<file path="src/design/fld_pkg.sv">
// Shared types and constants for the frame length deframer.
// Used by fld_parser and frame_length_deframer; no dependencies.
package fld_pkg;

  localparam int unsigned BYTE_W  = 8;
  localparam int unsigned LEN_W   = 28;
  localparam int unsigned TOTAL_W = 29;
  localparam int unsigned CNT_W   = 3;

  localparam logic [BYTE_W-1:0] LEN_DIGIT_MASK = 8'h7f;
  localparam logic [BYTE_W-1:0] LEN_MORE_BIT   = 8'h80;

  // Byte role codes reported with every result
  typedef enum logic [1:0] {
    ROLE_TYPE    = 2'd0,
    ROLE_LENGTH  = 2'd1,
    ROLE_PAYLOAD = 2'd2,
    ROLE_DISCARD = 2'd3
  } role_t;

  typedef enum logic [3:0] {
    PH_TYPE    = 4'b0001,
    PH_LEN     = 4'b0010,
    PH_PAY     = 4'b0100,
    PH_DISCARD = 4'b1000
  } phase_t;

  typedef struct packed {
    role_t                byte_role;
    logic [BYTE_W-1:0]    message_type;
    logic [LEN_W-1:0]     decoded_len;
    logic                 frame_end;
    logic [TOTAL_W-1:0]   frame_total_length;
    logic                 protocol_error;
  } result_t;

endpackage

</file>
<file path="src/design/fld_parser.sv">
// Frame parser: phase state, type latch, base-128 length decode, payload count.
// Depends on fld_pkg. Produces one result per stepped byte, combinationally.
module fld_parser #(
  parameter int MAX_LENGTH_BYTES = 4
) (
  input  logic                    clk,
  input  logic                    rst_n,
  input  logic                    step,
  input  logic [fld_pkg::BYTE_W-1:0] rx_byte,
  input  logic                    resync,
  output fld_pkg::result_t        res
);
  import fld_pkg::*;

  localparam logic [CNT_W-1:0] MAX_CNT = CNT_W'(MAX_LENGTH_BYTES);

  phase_t              phase_r, phase_nxt, phase_eff;
  logic [BYTE_W-1:0]   type_r, type_nxt;
  logic [LEN_W-1:0]    acc_r, acc_nxt;
  logic [CNT_W-1:0]    cnt_r, cnt_nxt;
  logic [LEN_W-1:0]    left_r, left_nxt;
  logic [LEN_W-1:0]    digit_sh;
  logic [LEN_W-1:0]    acc_add;
  logic [CNT_W-1:0]    cnt_inc;
  logic [LEN_W-1:0]    left_dec;
  logic [BYTE_W-1:0]   digit;

  assign phase_eff = resync ? PH_TYPE : phase_r;
  assign digit     = rx_byte & LEN_DIGIT_MASK;
  assign cnt_inc   = cnt_r + CNT_W'(1);
  assign acc_add   = acc_r + digit_sh;
  assign left_dec  = left_r - LEN_W'(1);

  // 7 bits further up per length byte
  always_comb begin
    unique case (cnt_r[1:0])
      2'd0:    digit_sh = LEN_W'(digit);
      2'd1:    digit_sh = LEN_W'(digit) << 7;
      2'd2:    digit_sh = LEN_W'(digit) << 14;
      default: digit_sh = LEN_W'(digit) << 21;
    endcase
  end

  always_comb begin
    phase_nxt = phase_eff;
    type_nxt  = type_r;
    acc_nxt   = acc_r;
    cnt_nxt   = cnt_r;
    left_nxt  = left_r;
    res.byte_role          = ROLE_DISCARD;
    res.frame_end          = 1'b0;
    res.frame_total_length = '0;
    res.protocol_error     = 1'b0;
    unique case (phase_eff)
      PH_TYPE: begin
        type_nxt      = rx_byte;
        acc_nxt       = '0;
        cnt_nxt       = '0;
        left_nxt      = '0;
        phase_nxt     = PH_LEN;
        res.byte_role = ROLE_TYPE;
      end
      PH_LEN: begin
        acc_nxt       = acc_add;
        cnt_nxt       = cnt_inc;
        res.byte_role = ROLE_LENGTH;
        if ((rx_byte & LEN_MORE_BIT) != '0) begin
          if (cnt_inc >= MAX_CNT) begin
            res.protocol_error = 1'b1;
            phase_nxt          = PH_DISCARD;
          end
        end else if (acc_add == '0) begin
          res.frame_end          = 1'b1;
          res.frame_total_length = TOTAL_W'(1) + TOTAL_W'(cnt_inc);
          phase_nxt              = PH_TYPE;
        end else begin
          left_nxt  = acc_add;
          phase_nxt = PH_PAY;
        end
      end
      PH_PAY: begin
        res.byte_role = ROLE_PAYLOAD;
        left_nxt      = left_dec;
        if (left_dec == '0) begin
          res.frame_end          = 1'b1;
          res.frame_total_length = TOTAL_W'(1) + TOTAL_W'(cnt_r) + TOTAL_W'(acc_r);
          phase_nxt              = PH_TYPE;
        end
      end
      default: begin
        res.byte_role = ROLE_DISCARD;
      end
    endcase
    res.message_type = type_nxt;
    res.decoded_len  = acc_nxt;
  end

  always_ff @(posedge clk) begin
    if (!rst_n) begin
      phase_r <= PH_TYPE;
      type_r  <= '0;
      acc_r   <= '0;
      cnt_r   <= '0;
      left_r  <= '0;
    end else if (step) begin
      phase_r <= phase_nxt;
      type_r  <= type_nxt;
      acc_r   <= acc_nxt;
      cnt_r   <= cnt_nxt;
      left_r  <= left_nxt;
    end
  end

`ifndef NO_ASSERTIONS
  a_end_to_type: assert property (@(posedge clk) disable iff (!rst_n)
    step && res.frame_end |=> phase_r == PH_TYPE)
    else $error("frame end did not return to type phase");

  a_err_to_discard: assert property (@(posedge clk) disable iff (!rst_n)
    step && res.protocol_error |=> phase_r == PH_DISCARD)
    else $error("length error did not enter discard");

  a_discard_sticky: assert property (@(posedge clk) disable iff (!rst_n)
    step && !resync && phase_r == PH_DISCARD |=> phase_r == PH_DISCARD)
    else $error("left discard without resync");

  a_cnt_bound: assert property (@(posedge clk) disable iff (!rst_n)
    cnt_r <= MAX_CNT)
    else $error("length byte count beyond limit");

  a_pay_nonzero: assert property (@(posedge clk) disable iff (!rst_n)
    phase_r == PH_PAY |-> left_r != '0)
    else $error("payload phase with nothing left");
`endif

endmodule

</file>
<file path="src/design/frame_length_deframer.sv">
// Top level of the frame length deframer: input register, parser, result register.
// Depends on fld_pkg and fld_parser.
//
// Byte-stream deframer for frames made of a type byte, a little-endian base-128
// length field (7 bits per byte, bit 7 = more follows, at most MAX_LENGTH_BYTES
// bytes) and that many payload bytes. Every input transfer yields exactly one output
// transfer, tagged with its role; the byte that completes a frame asserts out_tlast
// and carries the total frame length. A continuation bit on the last allowed length
// byte flags protocol_error and discards bytes until an input with resync set. Each
// byte is held in the input register and then passes through the parser stage into
// the result register, and one byte is taken every cycle while the output side
// accepts.
module frame_length_deframer #(
  parameter int MAX_LENGTH_BYTES = 4
) (
  input  logic        clk,
  input  logic        rst_n,
  input  logic        in_tvalid,
  output logic        in_tready,
  input  logic [7:0]  in_tdata,   // [7:0] rx_byte
  input  logic [0:0]  in_tuser,   // [0] resync
  output logic        out_tvalid,
  input  logic        out_tready,
  output logic [71:0] out_tdata,  // [7:0] message_type, [35:8] decoded_len,
                                  // [64:36] frame_total_length, [71:65] zero
  output logic [2:0]  out_tuser,  // [1:0] byte_role, [2] protocol_error
  output logic        out_tlast   // frame_end
);
  import fld_pkg::*;

  logic              in_valid_r, in_valid_nxt;
  logic [BYTE_W-1:0] in_byte_r;
  logic              in_resync_r;
  logic              out_valid_r, out_valid_nxt;
  result_t           out_res_r;
  result_t           res;
  logic              advance;
  logic              in_xfer;

  assign advance   = in_valid_r && (!out_valid_r || out_tready);
  assign in_tready = !in_valid_r || advance;
  assign in_xfer   = in_tvalid && in_tready;

  always_comb begin
    in_valid_nxt = in_valid_r;
    if (in_xfer) begin
      in_valid_nxt = 1'b1;
    end else if (advance) begin
      in_valid_nxt = 1'b0;
    end
    out_valid_nxt = out_valid_r;
    if (advance) begin
      out_valid_nxt = 1'b1;
    end else if (out_tready) begin
      out_valid_nxt = 1'b0;
    end
  end

  fld_parser #(
    .MAX_LENGTH_BYTES(MAX_LENGTH_BYTES)
  ) u_parser (
    .clk     (clk),
    .rst_n   (rst_n),
    .step    (advance),
    .rx_byte (in_byte_r),
    .resync  (in_resync_r),
    .res     (res)
  );

  always_ff @(posedge clk) begin
    if (!rst_n) begin
      in_valid_r  <= 1'b0;
      out_valid_r <= 1'b0;
    end else begin
      in_valid_r  <= in_valid_nxt;
      out_valid_r <= out_valid_nxt;
    end
  end

  always_ff @(posedge clk) begin
    if (!rst_n) begin
      in_byte_r   <= '0;
      in_resync_r <= 1'b0;
    end else if (in_xfer) begin
      in_byte_r   <= in_tdata;
      in_resync_r <= in_tuser[0];
    end
    if (advance) begin
      out_res_r <= res;
    end
  end

  assign out_tvalid = out_valid_r;
  assign out_tdata  = {7'd0, out_res_r.frame_total_length, out_res_r.decoded_len,
                       out_res_r.message_type};
  assign out_tuser  = {out_res_r.protocol_error, out_res_r.byte_role};
  assign out_tlast  = out_res_r.frame_end;

endmodule
</file>
<file path="config.mk">
export PLATFORM = sky130hd
export DESIGN_NAME = frame_length_deframer
export DESIGN_NICKNAME = d
export VERILOG_FILES = /design/src/design/fld_pkg.sv /design/src/design/fld_parser.sv /design/src/design/frame_length_deframer.sv
export SDC_FILE = /design/constraint.sdc
export NUM_CORES = 1
export LEC_CHECK = 0
export ABC_AREA = 1
export ABC_CLOCK_PERIOD_IN_PS = 10500
export BUFFER_PORTS_ARGS = -buffer_cell sky130_fd_sc_hd__clkbuf_2
export CORE_ASPECT_RATIO = 1.2
export CORE_MARGIN = 3
export CORE_UTILIZATION = 60
export DETAILED_ROUTE_END_ITERATION = 8
export PLACE_DENSITY = 0.8
export SLEW_MARGIN = 15
export SYNTH_ARGS = -nofsm -noshare
export SYNTH_HDL_FRONTEND = slang
export SYNTH_SLANG_ARGS = --single-unit
</file>
<file path="constraint.sdc">
create_clock -name clk -period 10.5 [get_ports clk]
set_clock_uncertainty 0.2 [all_clocks]
set_input_delay 1.05 -clock clk [delete_from_list [all_inputs] [get_ports clk]]
set_output_delay 1.05 -clock clk [all_outputs]
set_load 0.01 [all_outputs]
</file>
==> impl_metrics.csv <==
group,metric,value,unit
critical_path,r2r_cells,22,
clocking,total_clock_buffers_created_by_cts,17,
placement,place.gp.congestion,0.995,
route,drt_wl_total,30800,microns
critical_path,critical_path_arrival,5040,ps
critical_path,regToRegSetupSlack,5620,ps
cells_and_area,post_route_cells_drive_above_1_share,11.0,%
cells_and_area,final_nets,1643,
global_routing,grt_antenna_before_repair,1,
run,timing.max_cap.violations,0,
global_routing,grt_overflow,0,
placement,dpl.hpwl,23100,microns
sta,slew_viol_final,0,
clocking,post_cts_resized,0,
clocking,clock_insertion_delay_worst_skew,430,ps
outcome,status,"completed",
floorplan,ios,91,
floorplan,dieArea,0.0188,sq mm
critical_path,worst-path-max-fanout,55,
route,vias_per_cell,5.63,
hold_path,holdCritStartpoint,"u_parser.cnt_r[2]",
global_routing,grt_first_pass_wirelength,49300,microns
clocking,ctsHoldBuffers,0,
sta,layout_setup_ws,5620,ps
sta,finalSetupViolations,0,
floorplan,dieWidth,126,microns
sta,setup_total_negative_slack,0,ps
synth,synthDistinctLibCells,41,
critical_path,critPathRequiredTime,10660,ps
critical_path,crit_type,"reg2reg",
synth,yosys_warning_total,0,
global_routing,grt_usage,33.3,%
sta,worst-slew-pin-transition,1030,ps
power_and_ir_drop,power.share.combinational,18.6,%
floorplan,initial_core_util,62.5,%
clocking,clock_tree_from_tritoncts,"built",
power_and_ir_drop,powerDensity,140,mW/mm^2
power_and_ir_drop,static-leakage-power,0.00553,uW
synth,synth-seq-area-share,36.0,%
placement,dp_slack,5820,ps
power_and_ir_drop,switchingPower,492,uW
floorplan,core,0.0165,sq mm
global_routing,global_route.usage.met2,53.3,%
hold_path,worst_hold_path.endpoint,"u_parser.cnt_r[2]",
clocking,cts.htree.levels,4,
clocking,clock_tree.buffer_depth,2,
power_and_ir_drop,sequentialPowerShare,42.9,%
sta,grt_setup_unrepaired,"false",
sta,period_share,46.5,%
critical_path,critical_path.reg2reg.endpoint,"u_parser.left_r[7]",
clocking,path_clk_slew,60,ps
synth,edff_count_synth,69,
route,ant_nets,0,
route,drcViolationCount,0,
power_and_ir_drop,vdd.ir_drop.worst,0.000110,V
clocking,post_cts.repair.setup_buffers,0,
synth,synth_seq_cells,151,
synth,synth.cell_area,0.0103,sq mm
sta,finalWorstPathRequiredPeriod,4880,ps
placement,portBuffers,83,
synth,postSynth.asyncResetShare,0,%
synth,synthesis.instances,1521,
global_routing,met3_usage,5.86,%
hold_path,hold_class,"reg2reg",
cells_and_area,num_antenna_cells,0,
route,initialDrtViolationCount,1091,
route,wire_per_inst,17.0,microns
global_routing,first_global_vias,9744,
global_routing,grt_util_met1,43.0,%
synth,post_synth.cell_area_avg,6.79,sq um
clocking,cts_root_buffer,"clkbuf_16",
global_routing,grt_start_max_net_pins,76,
sta,worst_slew_margin_rel,30.7,%
route,dr.pass1.iters,8,
synth,predominant_post_synthesis_flop_cell,"dfxtp_1",
route,detailroute.via_count,10210,
global_routing,global_route.peak_usage_layer,"met2",
power_and_ir_drop,switching_share,30.8,%
clocking,cts.sinks,151,
sta,fin_hold_viols,0,
floorplan,num_rows,51,
cells_and_area,finish.utilization,69.2,%
floorplan,die_h,150,microns
cells_and_area,flow.area_growth_from_synthesis,10.8,%
critical_path,setup.worst_path.end_class,"flip-flop",
critical_path,critical_path.startpoint_type,"flip-flop",
hold_path,hold-path-cell-count,2,
power_and_ir_drop,power.share.clock,38.5,%
power_and_ir_drop,cellInternalPower,1110,uW
sta,clock.fmax,205,MHz
critical_path,worst_r2r_startpoint,"u_parser.cnt_r[0]",
Yosys cell counts, types with 11 or more instances:
library cell  count  area, sq um
nand4_1          24          150
nor3_1           34          170
ha_1             39          488
clkbuf_1         28          105
a21oi_1         104          521
edfxtp_1         69         2070
nand3_1          73          365
nand2_1         405         1520
nor2_2           11         68.8
o21ai_1          13         65.1
nor2_1          164          616
a21oi_2          11         96.3
xnor2_1          11         96.3
inv_1           227          852
nand3b_1         38          285
xor2_1           22          193
o21ai_0          91          455
dfxtp_1          82         1640
routing by layer:
metal  wire [microns]  vias to the layer above  part of all wire, %
li1                 -                     5030                    -
met1            12600                     4686                   41
met2            14200                      398                   46
met3             2320                       94                  7.6
met4             1580                        2                  5.1
met5               11                        -                0.036
worst max-delay path by stage:
| stage | start | end | slack, ps | cells past startpoint |
|---|---|---|---|---|
| after detailed placement | u_parser.cnt_r[0] | u_parser.left_r[13] | 5820 | 22 |
| after CTS | u_parser.cnt_r[0] | u_parser.left_r[4] | 5720 | 22 |
| after global routing | u_parser.cnt_r[0] | u_parser.left_r[7] | 5130 | 22 |
| after global placement | u_parser.cnt_r[0] | u_parser.left_r[0] | 5890 | 23 |
| after floorplan | out_tready | u_parser.phase_r[1] | 6420 | 7 |
| final | u_parser.cnt_r[0] | u_parser.left_r[7] | 5620 | 22 |
worst max-delay path: stages, from the launching register on:
cell and delay (ps):
dfxtp_1 400, ha_1 500, nor3_1 410, ha_1 300, inv_1 80, fa_1 390, inv_1 110, nand2_1 70
nand2_1 90, nand3_1 100, nand2_1 150, nand2_1 90, nand2_1 120, nand3_1 80, nor2_1 130, nand2_1 70
nor2_1 100, nand2_1 80, nor2_2 130, nand4_4 650, nand3b_1 380, nand2_1 70, nor2_1 80
power by group through the flow:
stage	sequential (uW)	combinational, uW	clock [uW]
4_1_cts	685	295	620
3_3_place_gp	696	284	0
5_1_grt	689	337	648
2_1_floorplan	693	218	0
3_5_place_dp	697	292	0
6_report	686	298	616
cell type report:
| type | instances | area, sq um |
|---|---|---|
| inverters | 240 | 901 |
| flip-flops and latches | 151 | 3710 |
| well taps | 212 | 265 |
| clock inverters | 14 | 158 |
| repair buffers | 90 | 468 |
| fillers | 1479 | 5090 |
| clock buffers | 18 | 429 |
| multi-input cells | 1089 | 5500 |
per-stage QoR:
stage	std cells	hold WS, ps	cell area, sq um	power [uW]
2_1_floorplan	1527	239	10300	911
3_5_place_dp	1782	255	10800	989
4_1_cts	1814	264	11400	1600
3_3_place_gp	1782	251	10800	980
5_1_grt	1814	283	11400	1670
6_report	1814	265	11400	1600
sequential cells by signal, indices dropped and copies added, names as in the netlist:
register and flops:
u_parser.type_r 8, out_tdata 65, in_byte_r 8, out_tuser 3, u_parser.left_r 28, u_parser.acc_r 28
out_tlast 1, in_valid_r 1, u_parser.cnt_r 3, out_tvalid 1, u_parser.phase_r 4, in_resync_r 1
logic make-up after synthesis:
kind of cell / after synthesis / synth area share, %
flops: 151 / 36.0
compound gates: 229 / 11.6
xor+xnor: 33 / 2.80
simple gates: 779 / 33.4
fa+ha+maj: 41 / 5.12
buf+inv: 287 / 11.0
other cells: 1 / 0.0363
placed cells by master, fill, tap and decap left out, types with 7 or more instances in the layout:
cell       Yosys  routed
o21ai_1       13      13
nor2_2        11      11
clkbuf_2       0      83
nand3_1       73      73
o21ai_0       91      91
nor2_1       164     164
nand3b_1      38      38
a21oi_1      104     104
xor2_1        22      22
conb_1         1       7
inv_2          8       9
inv_1        227     227
edfxtp_1      69      69
nand4_1       24      24
nor3_1        34      34
a21oi_2       11      11
clkbuf_16      0      17
buf_4          8       7
nand2_2        6       7
ha_1          39      39
nand2_1      405     404
xnor2_1       11      11
dfxtp_1       82      82
Note: power is estimated with default switching activity, not from simulation.
